`config.mk`:
```
export PLATFORM = sky130hd
export DESIGN_NAME = heatmap_keypoint_argmax_top
export DESIGN_NICKNAME = d
export VERILOG_FILES = /design/src/rtl/core/hka_pkg.sv /design/src/rtl/core/hka_front.sv /design/src/rtl/core/hka_queue.sv /design/src/rtl/core/hka_div.sv /design/src/rtl/core/hka_back.sv /design/src/rtl/core/heatmap_keypoint_argmax_top.sv
export SDC_FILE = /design/constraint.sdc
export NUM_CORES = 1
export LEC_CHECK = 0
export ABC_AREA = 1
export BUFFER_PORTS_ARGS = -buffer_cell sky130_fd_sc_hd__buf_2
export CAP_MARGIN = 25
export CELL_PAD_IN_SITES_DETAIL_PLACEMENT = 1
export CELL_PAD_IN_SITES_GLOBAL_PLACEMENT = 1
export CORE_MARGIN = 2
export CORE_UTILIZATION = 40
export DETAILED_ROUTE_END_ITERATION = 12
export GPL_TIMING_DRIVEN = 1
export HOLD_SLACK_MARGIN = 0.06
export PLACE_DENSITY = 0.75
export SLEW_MARGIN = 30
export SYNTH_ARGS = -nofsm -noshare
export SYNTH_HDL_FRONTEND = slang
export SYNTH_HIERARCHICAL = 1
export SYNTH_SLANG_ARGS = --single-unit
```
`constraint.sdc`:
```
create_clock -name clk -period 9.27 [get_ports clk]
set_clock_uncertainty 0.15 [all_clocks]
set_input_delay 1.854 -clock clk [delete_from_list [all_inputs] [get_ports clk]]
set_output_delay 1.854 -clock clk [all_outputs]
set_load 0.05 [all_outputs]
```
`src/rtl/core/hka_pkg.sv`:
```
// shared types, constants and helper functions of the heatmap keypoint argmax block
// no dependencies; every other file of the block takes names from here
`default_nettype none

package hka_pkg;

  localparam int NUM_KEYPOINTS_DEF = 17;
  localparam int MAX_MAP_DIM_DEF   = 256;
  localparam int MAX_IMAGE_DIM     = 4096;

  localparam int SCORE_W = 16;
  localparam int IDX_W   = 6;
  localparam int POS_W   = 13;
  localparam int CNT_W   = 8;
  localparam int DIM_W   = 9;
  localparam int IMG_W   = 13;
  // 255 * 4096 fits in 20 bits
  localparam int PROD_W  = 20;
  localparam int ADDR_W  = 5;
  localparam int DATA_W  = 32;
  localparam int QUEUE_DEPTH = 4;

  localparam int OUT_DATA_W = 48;

  typedef enum logic [2:0] {
    REG_MAP_HEIGHT   = 3'd0,
    REG_MAP_WIDTH    = 3'd1,
    REG_IMAGE_WIDTH  = 3'd2,
    REG_IMAGE_HEIGHT = 3'd3,
    REG_THRESHOLD    = 3'd4
  } reg_idx_t;

  typedef struct packed {
    logic [DIM_W-1:0]   map_height;
    logic [DIM_W-1:0]   map_width;
    logic [IMG_W-1:0]   image_width;
    logic [IMG_W-1:0]   image_height;
    logic [SCORE_W-1:0] score_threshold;
  } cfg_t;

  typedef struct packed {
    logic [IDX_W-1:0]   keypoint_index;
    logic [SCORE_W-1:0] peak_score;
    logic [CNT_W-1:0]   col;
    logic [CNT_W-1:0]   row;
    logic               found;
    logic               last_keypoint;
  } kp_rec_t;

  typedef enum logic [2:0] {
    BK_IDLE,
    BK_MUL,
    BK_START,
    BK_DIV,
    BK_DONE
  } back_state_t;

  // zero acts as one, oversize clamps to the largest map
  function automatic logic [DIM_W-1:0] eff_map(input logic [DIM_W-1:0] d,
                                               input int unsigned max_dim);
    logic [DIM_W-1:0] r;
    r = d;
    if (d == '0) begin
      r = DIM_W'(1);
    end else if (32'(d) > max_dim) begin
      r = DIM_W'(max_dim);
    end
    return r;
  endfunction

  function automatic logic [IMG_W-1:0] eff_img(input logic [IMG_W-1:0] d);
    logic [IMG_W-1:0] r;
    r = d;
    if (32'(d) > MAX_IMAGE_DIM) begin
      r = IMG_W'(MAX_IMAGE_DIM);
    end
    return r;
  endfunction

endpackage

`default_nettype wire

```
`src/rtl/core/hka_front.sv`:
```
// front end: one score per cycle unless q_full; tracks channel max and its position
// depends on hka_pkg; hands one record per finished channel to the queue
`default_nettype none

module hka_front #(
  parameter int NUM_KEYPOINTS = hka_pkg::NUM_KEYPOINTS_DEF,
  parameter int MAX_MAP_DIM   = hka_pkg::MAX_MAP_DIM_DEF
) (
  input  wire                                clk,
  input  wire                                rst,
  input  wire hka_pkg::cfg_t                 cfg,
  input  wire                                in_valid,
  output logic                               in_ready,
  input  wire logic signed [hka_pkg::SCORE_W-1:0] score,
  input  wire                                q_full,
  output logic                               rec_valid,
  output hka_pkg::kp_rec_t                   rec
);

  logic signed [hka_pkg::SCORE_W-1:0] best_score;
  logic [hka_pkg::CNT_W-1:0]          best_col;
  logic [hka_pkg::CNT_W-1:0]          best_row;
  logic [hka_pkg::CNT_W-1:0]          col_count;
  logic [hka_pkg::CNT_W-1:0]          row_count;
  logic [hka_pkg::IDX_W-1:0]          channel_count;

  logic                               accept;
  logic [hka_pkg::DIM_W-1:0]          w;
  logic [hka_pkg::DIM_W-1:0]          h;
  logic                               first;
  logic                               take;
  logic signed [hka_pkg::SCORE_W-1:0] best_score_next;
  logic [hka_pkg::CNT_W-1:0]          best_col_next;
  logic [hka_pkg::CNT_W-1:0]          best_row_next;
  logic [hka_pkg::DIM_W-1:0]          col_inc;
  logic [hka_pkg::DIM_W-1:0]          row_inc;
  logic [hka_pkg::IDX_W:0]            ch_inc;
  logic                               row_end;
  logic                               chan_end;
  logic                               last;

  assign in_ready = !q_full;
  assign accept   = in_valid && in_ready;

  always_comb begin
    w = hka_pkg::eff_map(cfg.map_width, MAX_MAP_DIM);
    h = hka_pkg::eff_map(cfg.map_height, MAX_MAP_DIM);
    first = (col_count == '0) && (row_count == '0);
    // strict compare keeps the first maximum
    take = first || (score > best_score);
    best_score_next = take ? score : best_score;
    best_col_next   = take ? col_count : best_col;
    best_row_next   = take ? row_count : best_row;
    col_inc  = {1'b0, col_count} + hka_pkg::DIM_W'(1);
    row_inc  = {1'b0, row_count} + hka_pkg::DIM_W'(1);
    ch_inc   = {1'b0, channel_count} + (hka_pkg::IDX_W+1)'(1);
    row_end  = (col_inc >= w);
    chan_end = row_end && (row_inc >= h);
    last     = (ch_inc >= (hka_pkg::IDX_W+1)'(NUM_KEYPOINTS));
  end

  always_comb begin
    rec_valid = accept && chan_end;
    rec.keypoint_index = channel_count;
    rec.peak_score     = best_score_next;
    rec.col            = best_col_next;
    rec.row            = best_row_next;
    rec.found          = (best_score_next > $signed(cfg.score_threshold));
    rec.last_keypoint  = last;
  end

  always_ff @(posedge clk) begin
    if (rst) begin
      best_score    <= '0;
      best_col      <= '0;
      best_row      <= '0;
      col_count     <= '0;
      row_count     <= '0;
      channel_count <= '0;
    end else if (accept) begin
      best_score <= best_score_next;
      best_col   <= best_col_next;
      best_row   <= best_row_next;
      if (!row_end) begin
        col_count <= col_inc[hka_pkg::CNT_W-1:0];
      end else begin
        col_count <= '0;
        if (!chan_end) begin
          row_count <= row_inc[hka_pkg::CNT_W-1:0];
        end else begin
          row_count     <= '0;
          channel_count <= last ? '0 : ch_inc[hka_pkg::IDX_W-1:0];
        end
      end
    end
  end

endmodule

`default_nettype wire

```
`src/rtl/core/hka_queue.sv`:
```
// short queue of finished-channel records between front and back
// depends on hka_pkg for the record type
`default_nettype none

module hka_queue #(
  parameter int DEPTH = hka_pkg::QUEUE_DEPTH
) (
  input  wire                     clk,
  input  wire                     rst,
  input  wire                     push,
  input  wire hka_pkg::kp_rec_t   push_data,
  output logic                    full,
  input  wire                     pop,
  output hka_pkg::kp_rec_t        pop_data,
  output logic                    empty
);

  localparam int PTR_W = (DEPTH > 1) ? $clog2(DEPTH) : 1;
  localparam int CNT_W = $clog2(DEPTH + 1);

  hka_pkg::kp_rec_t mem [DEPTH];
  logic [PTR_W-1:0] wr_ptr;
  logic [PTR_W-1:0] rd_ptr;
  logic [CNT_W-1:0] count;
  logic             do_push;
  logic             do_pop;

  assign full     = (count == CNT_W'(DEPTH));
  assign empty    = (count == '0);
  assign do_push  = push && !full;
  assign do_pop   = pop && !empty;
  assign pop_data = mem[rd_ptr];

  always_ff @(posedge clk) begin
    if (do_push) begin
      mem[wr_ptr] <= push_data;
    end
  end

  always_ff @(posedge clk) begin
    if (rst) begin
      wr_ptr <= '0;
      rd_ptr <= '0;
      count  <= '0;
    end else begin
      if (do_push) begin
        wr_ptr <= (wr_ptr == PTR_W'(DEPTH - 1)) ? '0 : wr_ptr + PTR_W'(1);
      end
      if (do_pop) begin
        rd_ptr <= (rd_ptr == PTR_W'(DEPTH - 1)) ? '0 : rd_ptr + PTR_W'(1);
      end
      if (do_push && !do_pop) begin
        count <= count + CNT_W'(1);
      end else if (do_pop && !do_push) begin
        count <= count - CNT_W'(1);
      end
    end
  end

endmodule

`default_nettype wire

```
`src/rtl/core/hka_div.sv`:
```
// restoring divider, one quotient bit per cycle
// depends on hka_pkg for default widths
`default_nettype none

module hka_div #(
  parameter int DIVIDEND_W = hka_pkg::PROD_W,
  parameter int DIVISOR_W  = hka_pkg::DIM_W
) (
  input  wire                    clk,
  input  wire                    rst,
  input  wire                    start,
  input  wire [DIVIDEND_W-1:0]   dividend,
  input  wire [DIVISOR_W-1:0]    divisor,
  output logic                   busy,
  output logic [DIVIDEND_W-1:0]  quotient
);

  localparam int STEP_W = $clog2(DIVIDEND_W + 1);

  logic [STEP_W-1:0]    steps;
  logic [DIVISOR_W-1:0] rem;
  logic [DIVISOR_W:0]   trial;
  logic                 ge;

  // remainder stays below the divisor, so the trial value needs one extra bit
  always_comb begin
    trial = {rem, quotient[DIVIDEND_W-1]};
    ge    = (trial >= {1'b0, divisor});
  end

  assign busy = (steps != '0);

  always_ff @(posedge clk) begin
    if (rst) begin
      steps <= '0;
    end else if (start) begin
      steps <= STEP_W'(DIVIDEND_W);
    end else if (busy) begin
      steps <= steps - STEP_W'(1);
    end
  end

  always_ff @(posedge clk) begin
    if (start) begin
      rem      <= '0;
      quotient <= dividend;
    end else if (busy) begin
      rem      <= ge ? DIVISOR_W'(trial - {1'b0, divisor}) : DIVISOR_W'(trial);
      quotient <= {quotient[DIVIDEND_W-2:0], ge};
    end
  end

endmodule

`default_nettype wire

```
`src/rtl/core/hka_back.sv`:
```
// back end: scales the peak position to image pixels and holds the result register
// depends on hka_pkg and hka_div
`default_nettype none

module hka_back #(
  parameter int MAX_MAP_DIM = hka_pkg::MAX_MAP_DIM_DEF
) (
  input  wire                              clk,
  input  wire                              rst,
  input  wire hka_pkg::cfg_t               cfg,
  input  wire                              rec_avail,
  input  wire hka_pkg::kp_rec_t            rec,
  output logic                             pop,
  output logic                             out_valid,
  input  wire                              out_ready,
  output logic [hka_pkg::IDX_W-1:0]        keypoint_index,
  output logic [hka_pkg::SCORE_W-1:0]      peak_score,
  output logic [hka_pkg::POS_W-1:0]        pos_x,
  output logic [hka_pkg::POS_W-1:0]        pos_y,
  output logic                             found,
  output logic                             last_keypoint
);

  hka_pkg::back_state_t state;
  hka_pkg::back_state_t state_next;

  hka_pkg::kp_rec_t          job;
  logic [hka_pkg::PROD_W-1:0] prod_x;
  logic [hka_pkg::PROD_W-1:0] prod_y;
  logic [hka_pkg::PROD_W-1:0] quo_x;
  logic [hka_pkg::PROD_W-1:0] quo_y;
  logic                       busy_x;
  logic                       busy_y;
  logic                       load_prod;
  logic                       div_start;
  logic                       load_out;
  logic                       out_free;

  assign out_free = !out_valid || out_ready;

  always_comb begin
    state_next = state;
    unique case (state)
      hka_pkg::BK_IDLE:  if (rec_avail) state_next = hka_pkg::BK_MUL;
      hka_pkg::BK_MUL:   state_next = hka_pkg::BK_START;
      hka_pkg::BK_START: state_next = hka_pkg::BK_DIV;
      hka_pkg::BK_DIV:   if (!busy_x && !busy_y) state_next = hka_pkg::BK_DONE;
      hka_pkg::BK_DONE:  if (out_free) state_next = hka_pkg::BK_IDLE;
      default:           state_next = hka_pkg::BK_IDLE;
    endcase
  end

  always_comb begin
    pop       = 1'b0;
    load_prod = 1'b0;
    div_start = 1'b0;
    load_out  = 1'b0;
    unique case (state)
      hka_pkg::BK_IDLE:  pop = rec_avail;
      hka_pkg::BK_MUL:   load_prod = 1'b1;
      hka_pkg::BK_START: div_start = 1'b1;
      hka_pkg::BK_DIV:   ;
      hka_pkg::BK_DONE:  load_out = out_free;
      default:           ;
    endcase
  end

  always_ff @(posedge clk) begin
    if (rst) begin
      state <= hka_pkg::BK_IDLE;
    end else begin
      state <= state_next;
    end
  end

  always_ff @(posedge clk) begin
    if (pop) begin
      job <= rec;
    end
    if (load_prod) begin
      prod_x <= hka_pkg::PROD_W'(job.col) *
                hka_pkg::PROD_W'(hka_pkg::eff_img(cfg.image_width));
      prod_y <= hka_pkg::PROD_W'(job.row) *
                hka_pkg::PROD_W'(hka_pkg::eff_img(cfg.image_height));
    end
  end

  hka_div #(
    .DIVIDEND_W(hka_pkg::PROD_W),
    .DIVISOR_W (hka_pkg::DIM_W)
  ) u_div_x (
    .clk     (clk),
    .rst     (rst),
    .start   (div_start),
    .dividend(prod_x),
    .divisor (hka_pkg::eff_map(cfg.map_width, MAX_MAP_DIM)),
    .busy    (busy_x),
    .quotient(quo_x)
  );

  hka_div #(
    .DIVIDEND_W(hka_pkg::PROD_W),
    .DIVISOR_W (hka_pkg::DIM_W)
  ) u_div_y (
    .clk     (clk),
    .rst     (rst),
    .start   (div_start),
    .dividend(prod_y),
    .divisor (hka_pkg::eff_map(cfg.map_height, MAX_MAP_DIM)),
    .busy    (busy_y),
    .quotient(quo_y)
  );

  always_ff @(posedge clk) begin
    if (rst) begin
      out_valid <= 1'b0;
    end else if (load_out) begin
      out_valid <= 1'b1;
    end else if (out_ready) begin
      out_valid <= 1'b0;
    end
  end

  // not found reports -1, all ones
  always_ff @(posedge clk) begin
    if (load_out) begin
      keypoint_index <= job.keypoint_index;
      peak_score     <= job.peak_score;
      pos_x          <= job.found ? quo_x[hka_pkg::POS_W-1:0] : '1;
      pos_y          <= job.found ? quo_y[hka_pkg::POS_W-1:0] : '1;
      found          <= job.found;
      last_keypoint  <= job.last_keypoint;
    end
  end

endmodule

`default_nettype wire

```
`src/rtl/core/heatmap_keypoint_argmax_top.sv`:
```
// heatmap keypoint argmax decoder, top level
//
// s_axis carries one signed Q8.8 score per request: keypoint channels in
// order, each channel row-major over map_height rows of map_width columns.
// The front takes one score per cycle while the queue is not full and keeps
// the channel maximum; the first of equal maxima wins. On the last score of a
// channel a record goes into a 4-entry queue. The back scales the peak column
// and row to image pixels with two lockstep dividers (one quotient bit per
// cycle) and puts one result on m_axis per channel; it handles one channel at
// a time: pop, multiply, start, the 20-step divide, then the output register.
// When channels arrive faster than the back finishes them, the queue fills and
// s_axis_tready drops while it is full. A stalled m_axis holds its result; the
// back then waits and the queue fills. Reset clears counters, queue and output
// valid and loads the register defaults (map 48 wide by 64 high, 640x480 image,
// threshold 0). The user must write the registers over the APB port only while
// no channel is in progress; the block itself does not enforce this.
`default_nettype none

module heatmap_keypoint_argmax_top #(
  parameter int NUM_KEYPOINTS = hka_pkg::NUM_KEYPOINTS_DEF,
  parameter int MAX_MAP_DIM   = hka_pkg::MAX_MAP_DIM_DEF
) (
  input  wire                            clk,
  input  wire                            rst,
  // apb configuration
  input  wire                            psel,
  input  wire                            penable,
  input  wire                            pwrite,
  input  wire [hka_pkg::ADDR_W-1:0]      paddr,
  input  wire [hka_pkg::DATA_W-1:0]      pwdata,
  output logic [hka_pkg::DATA_W-1:0]     prdata,
  output logic                           pready,
  // score stream
  input  wire                            s_axis_tvalid,
  output logic                           s_axis_tready,
  input  wire [hka_pkg::SCORE_W-1:0]     s_axis_tdata,   // [15:0] score
  // result stream
  output logic                           m_axis_tvalid,
  input  wire                            m_axis_tready,
  // [5:0] keypoint_index, [21:6] peak_score, [34:22] pos_x, [47:35] pos_y
  output logic [hka_pkg::OUT_DATA_W-1:0] m_axis_tdata,
  output logic                           m_axis_tuser,   // [0] found
  output logic                           m_axis_tlast    // last keypoint of frame
);

  hka_pkg::cfg_t    cfg;
  hka_pkg::kp_rec_t push_rec;
  hka_pkg::kp_rec_t head_rec;
  logic             push;
  logic             q_full;
  logic             q_empty;
  logic             pop;
  logic             cfg_wr;

  logic [hka_pkg::IDX_W-1:0]   out_index;
  logic [hka_pkg::SCORE_W-1:0] out_score;
  logic [hka_pkg::POS_W-1:0]   out_x;
  logic [hka_pkg::POS_W-1:0]   out_y;

  assign pready = 1'b1;
  assign cfg_wr = psel && penable && pwrite && pready;

  always_ff @(posedge clk) begin
    if (rst) begin
      cfg.map_height      <= hka_pkg::DIM_W'(64);
      cfg.map_width       <= hka_pkg::DIM_W'(48);
      cfg.image_width     <= hka_pkg::IMG_W'(640);
      cfg.image_height    <= hka_pkg::IMG_W'(480);
      cfg.score_threshold <= '0;
    end else if (cfg_wr) begin
      unique case (hka_pkg::reg_idx_t'(paddr[hka_pkg::ADDR_W-1:2]))
        hka_pkg::REG_MAP_HEIGHT:   cfg.map_height      <= pwdata[hka_pkg::DIM_W-1:0];
        hka_pkg::REG_MAP_WIDTH:    cfg.map_width       <= pwdata[hka_pkg::DIM_W-1:0];
        hka_pkg::REG_IMAGE_WIDTH:  cfg.image_width     <= pwdata[hka_pkg::IMG_W-1:0];
        hka_pkg::REG_IMAGE_HEIGHT: cfg.image_height    <= pwdata[hka_pkg::IMG_W-1:0];
        hka_pkg::REG_THRESHOLD:    cfg.score_threshold <= pwdata[hka_pkg::SCORE_W-1:0];
        default:                   ;
      endcase
    end
  end

  always_comb begin
    prdata = '0;
    unique case (hka_pkg::reg_idx_t'(paddr[hka_pkg::ADDR_W-1:2]))
      hka_pkg::REG_MAP_HEIGHT:   prdata = hka_pkg::DATA_W'(cfg.map_height);
      hka_pkg::REG_MAP_WIDTH:    prdata = hka_pkg::DATA_W'(cfg.map_width);
      hka_pkg::REG_IMAGE_WIDTH:  prdata = hka_pkg::DATA_W'(cfg.image_width);
      hka_pkg::REG_IMAGE_HEIGHT: prdata = hka_pkg::DATA_W'(cfg.image_height);
      // threshold reads back sign extended
      hka_pkg::REG_THRESHOLD:    prdata = hka_pkg::DATA_W'($signed(cfg.score_threshold));
      default:                   prdata = '0;
    endcase
  end

  hka_front #(
    .NUM_KEYPOINTS(NUM_KEYPOINTS),
    .MAX_MAP_DIM  (MAX_MAP_DIM)
  ) u_front (
    .clk      (clk),
    .rst      (rst),
    .cfg      (cfg),
    .in_valid (s_axis_tvalid),
    .in_ready (s_axis_tready),
    .score    ($signed(s_axis_tdata)),
    .q_full   (q_full),
    .rec_valid(push),
    .rec      (push_rec)
  );

  hka_queue #(
    .DEPTH(hka_pkg::QUEUE_DEPTH)
  ) u_queue (
    .clk      (clk),
    .rst      (rst),
    .push     (push),
    .push_data(push_rec),
    .full     (q_full),
    .pop      (pop),
    .pop_data (head_rec),
    .empty    (q_empty)
  );

  hka_back #(
    .MAX_MAP_DIM(MAX_MAP_DIM)
  ) u_back (
    .clk           (clk),
    .rst           (rst),
    .cfg           (cfg),
    .rec_avail     (!q_empty),
    .rec           (head_rec),
    .pop           (pop),
    .out_valid     (m_axis_tvalid),
    .out_ready     (m_axis_tready),
    .keypoint_index(out_index),
    .peak_score    (out_score),
    .pos_x         (out_x),
    .pos_y         (out_y),
    .found         (m_axis_tuser),
    .last_keypoint (m_axis_tlast)
  );

  assign m_axis_tdata = {out_y, out_x, out_score, out_index};

  // a channel record must never be dropped at the queue
  assert property (@(posedge clk) disable iff (rst) push |-> !q_full)
    else $error("channel record pushed into a full queue");

  // the back only pops a queue that holds a record
  assert property (@(posedge clk) disable iff (rst) pop |-> !q_empty)
    else $error("pop from an empty queue");

  assert property (@(posedge clk) disable iff (rst)
      m_axis_tvalid && !m_axis_tuser |-> (out_x == '1) && (out_y == '1))
    else $error("position not -1 on a keypoint that was not found");

  assert property (@(posedge clk) disable iff (rst)
      m_axis_tvalid && m_axis_tuser |-> $signed(out_score) > $signed(cfg.score_threshold))
    else $error("found flag set on a peak at or below threshold");

  assert property (@(posedge clk) disable iff (rst)
      m_axis_tvalid && m_axis_tlast |-> 32'(out_index) == NUM_KEYPOINTS - 1)
    else $error("last keypoint flag on the wrong channel");

endmodule

`default_nettype wire

```
== After elaboration in Yosys (flattened, before gate mapping) ==
Memory sizes are Yosys's and may differ from the RTL's. A register that Yosys moved wholly into a read port is not among the register bits.
Cells that the tools add are included.

* Register bits: 283
* Memory bits (writable): 160
* Input port bits: 60
* Output and inout port bits: 85
* Logic and storage cells: 154
* Memories kept: 1

{| class="wikitable"
|+ Memories
! memory !! words !! width !! rd ports !! clocked after memory_dff !! wr ports !! RTL line !! RTL
|-
| u_queue.mem || 4 || 40 || 1 || 1 || 1 || hka_queue.sv:21 || <nowiki>hka_pkg::kp_rec_t mem [DEPTH];</nowiki>
|}

* Add/subtract/negate cells: 11
* $mul: 2
* $lt $le $gt $ge: 11
* Eq/ne operators: 14
* Mux-type cells: 41
* Reductions and logical operators: 42

{| class="wikitable"
|+ Operator list
! operator !! number
|-
| 32-bit one-hot mux with 5 select lines || 1
|-
| 20-bit two-way mux || 4
|-
| 9-bit two-way mux || 6
|-
| 13-bit two-way mux || 4
|-
| 8-bit by 13-bit multiplier with 20-bit output || 2
|-
| 16-bit greater-than comparator || 2
|-
| 8-bit two-way mux || 4
|-
| 13-bit greater-than comparator (second input constant) || 2
|-
| 10-bit by 9-bit >= comparator with 1-bit output || 2
|-
| 5-bit two-way mux || 4
|-
| 8-bit by 1-bit adder with 9-bit output (second input constant) || 2
|-
| 9-bit >= comparator || 2
|-
| 9-bit greater-than comparator (second input constant) || 2
|-
| 9-bit zero test || 2
|-
| 9-bit subtractor || 2
|-
| 8-bit zero test || 2
|-
| 16-bit two-way mux || 1
|-
| 3-bit two-way mux || 5
|-
| 3-bit one-hot mux with 5 select lines || 1
|-
| 3-bit by 2-bit equality test with 1-bit output (second input constant) || 4
|-
| 2-bit AND reduction || 6
|-
| 1-bit logical AND || 11
|-
| 5-bit nonzero test || 2
|-
| 5-bit by 1-bit subtractor with 5-bit output (second input constant) || 2
|-
| other kinds (19) || 46
|}

== Longest topological paths before layout ==
* Word-level depth: 11
* Depth in mapped cells: 28
* Depth with buffers taken out: 27

== Hierarchy ==
The synthesis kept the hierarchy.

{| class="wikitable"
|+ Modules (own cells, without submodules)
! module !! times used !! cells an instance !! area an instance (µm²) !! seq. area each (µm²)
|-
| hka_back || 1 || 1329 || 11619.9 || 3983.8
|-
| hka_queue || 1 || 458 || 6553.8 || 4984.8
|-
| hka_front || 1 || 702 || 4438.0 || 1081.0
|-
| hka_div || 2 || 267 || 1991.9 || 880.8
|-
| heatmap_keypoint_argmax_top || 1 || 492 || 3154.3 || 1201.2
|}

== Worst setup path after synthesis ==
Ideal clock, no wire load.

* Path kind: input to register
* Start point: input port m_axis_tready
* End point: register u_back.found, enable pin
* Library setup time: 582 ps
* Arrival: 6650 ps
* Required time: 8538 ps
* Path slack: 1888 ps
* Stages on the path: 2
* Path buffers: 0
* Path through: nor2_1 -> nor4_1

* Cells in the longest elaborated chain, start to end: 2

{| class="wikitable"
|+ RTL lines
! item !! RTL line !! RTL
|-
| from (decl) || heatmap_keypoint_argmax_top.sv:39 || <nowiki>input wire m_axis_tready,</nowiki>
|-
| 1-bit logical OR || hka_back.sv:39 || <nowiki>assign out_free = !out_valid || out_ready;</nowiki>
|-
| 1-bit two-way mux || hka_back.sv:58 || <nowiki>unique case (state)</nowiki>
|-
| named net u_back.load_out || hka_back.sv:36 || <nowiki>logic load_out;</nowiki>
|-
| to (signal assigned) || hka_back.sv:131 || <nowiki>found <= job.found;</nowiki>
|-
| to (decl) || hka_back.sv:20 || <nowiki>output logic found,</nowiki>
|}

The timed path passes the listed nets, and every way through them passes these cells.
A chain may end at the register's enable or synchronous reset.

== Final worst setup path ==
* Start point: input port paddr[2] in the netlist's numbering
* End point: output port prdata[11] in the netlist's numbering

* Cells in the longest elaborated chain, start to end: 2
* Elaborated cells between the ends (all ways): 6
* Those cells by class: eq/ne: 4; mux: 1; reduce/logical: 1

{| class="wikitable"
|+ RTL lines
! item !! RTL line !! RTL
|-
| from (decl) || heatmap_keypoint_argmax_top.sv:29 || <nowiki>input wire [hka_pkg::ADDR_W-1:0] paddr,</nowiki>
|-
| 3-bit equality test (tied with other cells) || heatmap_keypoint_argmax_top.sv:84 || <nowiki>unique case (hka_pkg::reg_idx_t'(paddr[hka_pkg::ADDR_W-1:2]))</nowiki>
|-
| 32-bit one-hot mux with 5 select lines * || heatmap_keypoint_argmax_top.sv:84 ||
|-
| to (decl) || heatmap_keypoint_argmax_top.sv:31 || <nowiki>output logic [hka_pkg::DATA_W-1:0] prdata,</nowiki>
|}

Every way passes the cells marked *; elsewhere a longest branch is shown, timed or not.

==> out/metrics.yaml <==
global_route:
  grt_start_max_net_pins: 82
  first_global_vias: 23800
  global_route_wire_length_before_repair_um: 129000
  grt_usage_pct: 21.1
  grt_antenna_before_repair: 1
  overflow: 0
run:
  drv.max_cap_violation_count: 0
floorplanning:
  coreArea_mm2: 0.0733
  std_cell_rows: 99
  die_height_um: 277
  die_width_um: 277
  floorplan.initialDensity_pct: 40.6
  boundaryPins: 145
  design.die.area_mm2: 0.0766
worst_setup_path:
  reg2reg_depth: 19
  reg2reg_to: "u_back/prod_x[19]"
  arrival_ns: 3.62
  critPathCaptureType: "primary output"
  timing_worst_setup_path_type: "input port to primary output"
  worst-r2r-setup-slack_ns: 3.70
  worstSetupStartpoint: "paddr[2]"
  cp-endpoint: "prdata[11]"
  worst_ep_required_time_ns: 7.27
  reg2reg_from: "cfg[41]"
  crit_path_start_kind: "input port"
  maximum_fanout_along_the_worst_path: 25
synth:
  synth-warning-count: 6
  synth_top_cells_by_area: "edfxtp_1, dfxtp_1, nand2_1, fa_1, inv_1"
  netlist_instances: 3515
  number_of_flops_mapped_to_enable_cells_by_yosys: 330
  ys_top_cells_by_count: "nand2_1, inv_1, nor2_1"
  synthMostInstantiatedCell: "nand2_1"
  yosysSeqAreaShare_pct: 43.7
  synth_flop_cell: "edfxtp_1"
  synth.avg_cell_area_um2: 8.46
  async_flop_share_pct: 0
  synthesis.area_mm2: 0.0297
  yosys.area.top_type_share_pct: 33.3
  postSynthNetCount: 3868
  synth-seq-cells: 485
  yosysUniqueCellTypes: 53
  yosysTopAreaCell: "edfxtp_1"
clocking:
  clkLatencyLatePin_ns: 0.66
  tritoncts: "built"
  level_count_of_the_clock_h_tree: 2
  cts.repair_timing.setup_buffer_count: 0
  cts_hold_buffers: 0
  clk_transition_reported_paths_ns: 0.06
  cts_repair_resize_count: 0
  clk_root_buf: "clkbuf_16"
  cts_buffers: 54
  sink_count: 485
  clock_tree.buffer_depth: 3
detailed_routing:
  iteration_0_drc_markers: 1500
  antenna_violating_nets_post_route: 0
  wl_per_cell_um: 17.6
  drt-vias-per-instance: 5.03
  count_of_unresolved_drc_violations_after_routing: 0
  count_of_vias_placed_by_the_detailed_router: 23200
  postRouteWirelength_um: 80800
  drt_pass1_iterations: 6
layout:
  nFillCells: 8847
  layout-drive-gt1-share_pct: 8.51
  multiInputGateArea_mm2: 0.0137
  layout.nets: 3950
  layout-area-overhead-vs-synth_pct: 10.2
  antenna-diode-count: 0
  postLayoutCoreUtil_pct: 44.7
  layout.area.seq_mm2: 0.0130
timing:
  shortest_period_the_worst_path_allows_ns: 5.63
  grt_setup_unrepaired: "false"
  timing_max_transition_violations_final: 0
  post-route-worst-setup-slack_ns: 3.64
  slew-limit-headroom_pct: 37.0
  max_slew.worst_pin.slew_ns: 0.943
  finalSetupViolations: 0
  finalCritPeriodShare_pct: 60.7
  fmax_mhz: 178
  totalNegativeSetupSlack_ns: 0
  finalHoldViolCount: 0
placement:
  port_buf_inserts: 125
  dp_hpwl_um: 58100
  place_ws_ns: 3.01
  routabilityCongestion: 0.877
power_and_ir_drop:
  clock_power_share_pct: 33.9
  pwr_density_cell_mw_per_mm2: 197
  sequentialPowerShare_pct: 42.7
  internal-power_mw: 4.38
  swShare_pct: 32.3
  vdd_drop_max_mv: 0.165
  total_switching_power_mw: 2.09
  leakagePower_nw: 15.4
  pwr-share-comb_pct: 23.4
status:
  run_status: "finished clean"
hold_path:
  hold_path.class: "register to register"
[worst min path at each step]
stage / slack, ns / start / endpoint / depth (start not counted)
after detailed placement: 0.26 / u_back/job[27] / u_back/peak_score[9] / 0
after global routing: 0.28 / u_back/job[25] / u_back/peak_score[7] / 0
final: 0.27 / u_back/job[27] / u_back/peak_score[9] / 0
after CTS: 0.27 / u_back/job[27] / u_back/peak_score[9] / 0
after floorplan: 0.25 / u_back/job[34] / u_back/keypoint_index[0] / 0
after global placement: 0.25 / u_back/job[23] / u_back/peak_score[5] / 0
[logic make-up (layout without fill, tap and decap cells)]
family	after synthesis	count (layout)	synth area share (%)
simple gates	1719	1719	24.3
xor+xnor	40	40	1.18
flops	485	485	43.7
fa+ha+maj	293	293	15.7
buf+inv	717	845	10.4
other cells	1	1	0.0126
compound gates	260	260	4.75
[placed cells by master, fill, tap and decap left out, types with 44 or more instances in the layout]
cell type  netlist  routed
o21ai_1         44      44
edfxtp_1       330     330
a21oi_1         88      88
nor2_1         505     499
nand2_1        817     815
fa_1           133     133
nand3_1        258     258
ha_1           160     160
clkbuf_16        0      54
buf_2           24     125
inv_1          583     582
o21ai_0         67      67
dfxtp_1        155     154
[layout make-up]
cell class / instances / share of cell area, %
tap: 959 / 3.66
sequential: 485 / 39.7
clock buffer: 68 / 4.31
inverter: 600 / 6.92
multi-input combinational: 2313 / 41.8
clock inverter: 34 / 1.24
timing repair buffer: 143 / 2.34
[worst max-delay path: stages]
cell and delay, ns:
buf_2 0.22, inv_2 0.16, nand2_2 0.10, nor2_4 0.53, nand2_1 0.23, nand3_1 0.22
buf_2 0.30
[registers in the layout, summed over array words and instances (netlist names), 20 cells and up, named ones only]
name,flops
u_back/u_div_y/quotient,20
cfg,60
u_back/job,40
u_back/prod_y,20
u_queue/mem,160
u_back/u_div_x/quotient,20
u_back/prod_x,20
[power groups by stage]
stage | registers, mW | clock network [mW] | logic (mW)
final | 2.77 | 2.19 | 1.51
after global routing | 2.79 | 2.33 | 1.74
after CTS | 2.77 | 2.25 | 1.53
after detailed placement | 2.81 | 0 | 1.52
after global placement | 2.81 | 0 | 1.47
after floorplan | 2.78 | 0 | 1.13
[through the flow]
step / total power, mW / instances / area (µm²) / hold slack (ns)
floorplan: 3.91 / 3515 / 29700 / 0.250
global placement: 4.27 / 4499 / 30900 / 0.253
detailed placement: 4.33 / 4500 / 31000 / 0.256
CTS: 6.55 / 4602 / 32800 / 0.269
global route: 6.86 / 4602 / 32800 / 0.276
finish: 6.47 / 4602 / 32800 / 0.267
[routing by layer]
layer  wire [µm]  share of wire (%)  global-route usage (%)  vias up
met3        3140                3.9                    2.67      116
met5          17              0.021                       0        -
met2       37600                 47                    35.3      394
met1       37900                 47                    28.6    11400
met4        2180                2.7                    6.10        2
li1            -                  -                       -    11300
(Power assumes the default switching activity.)
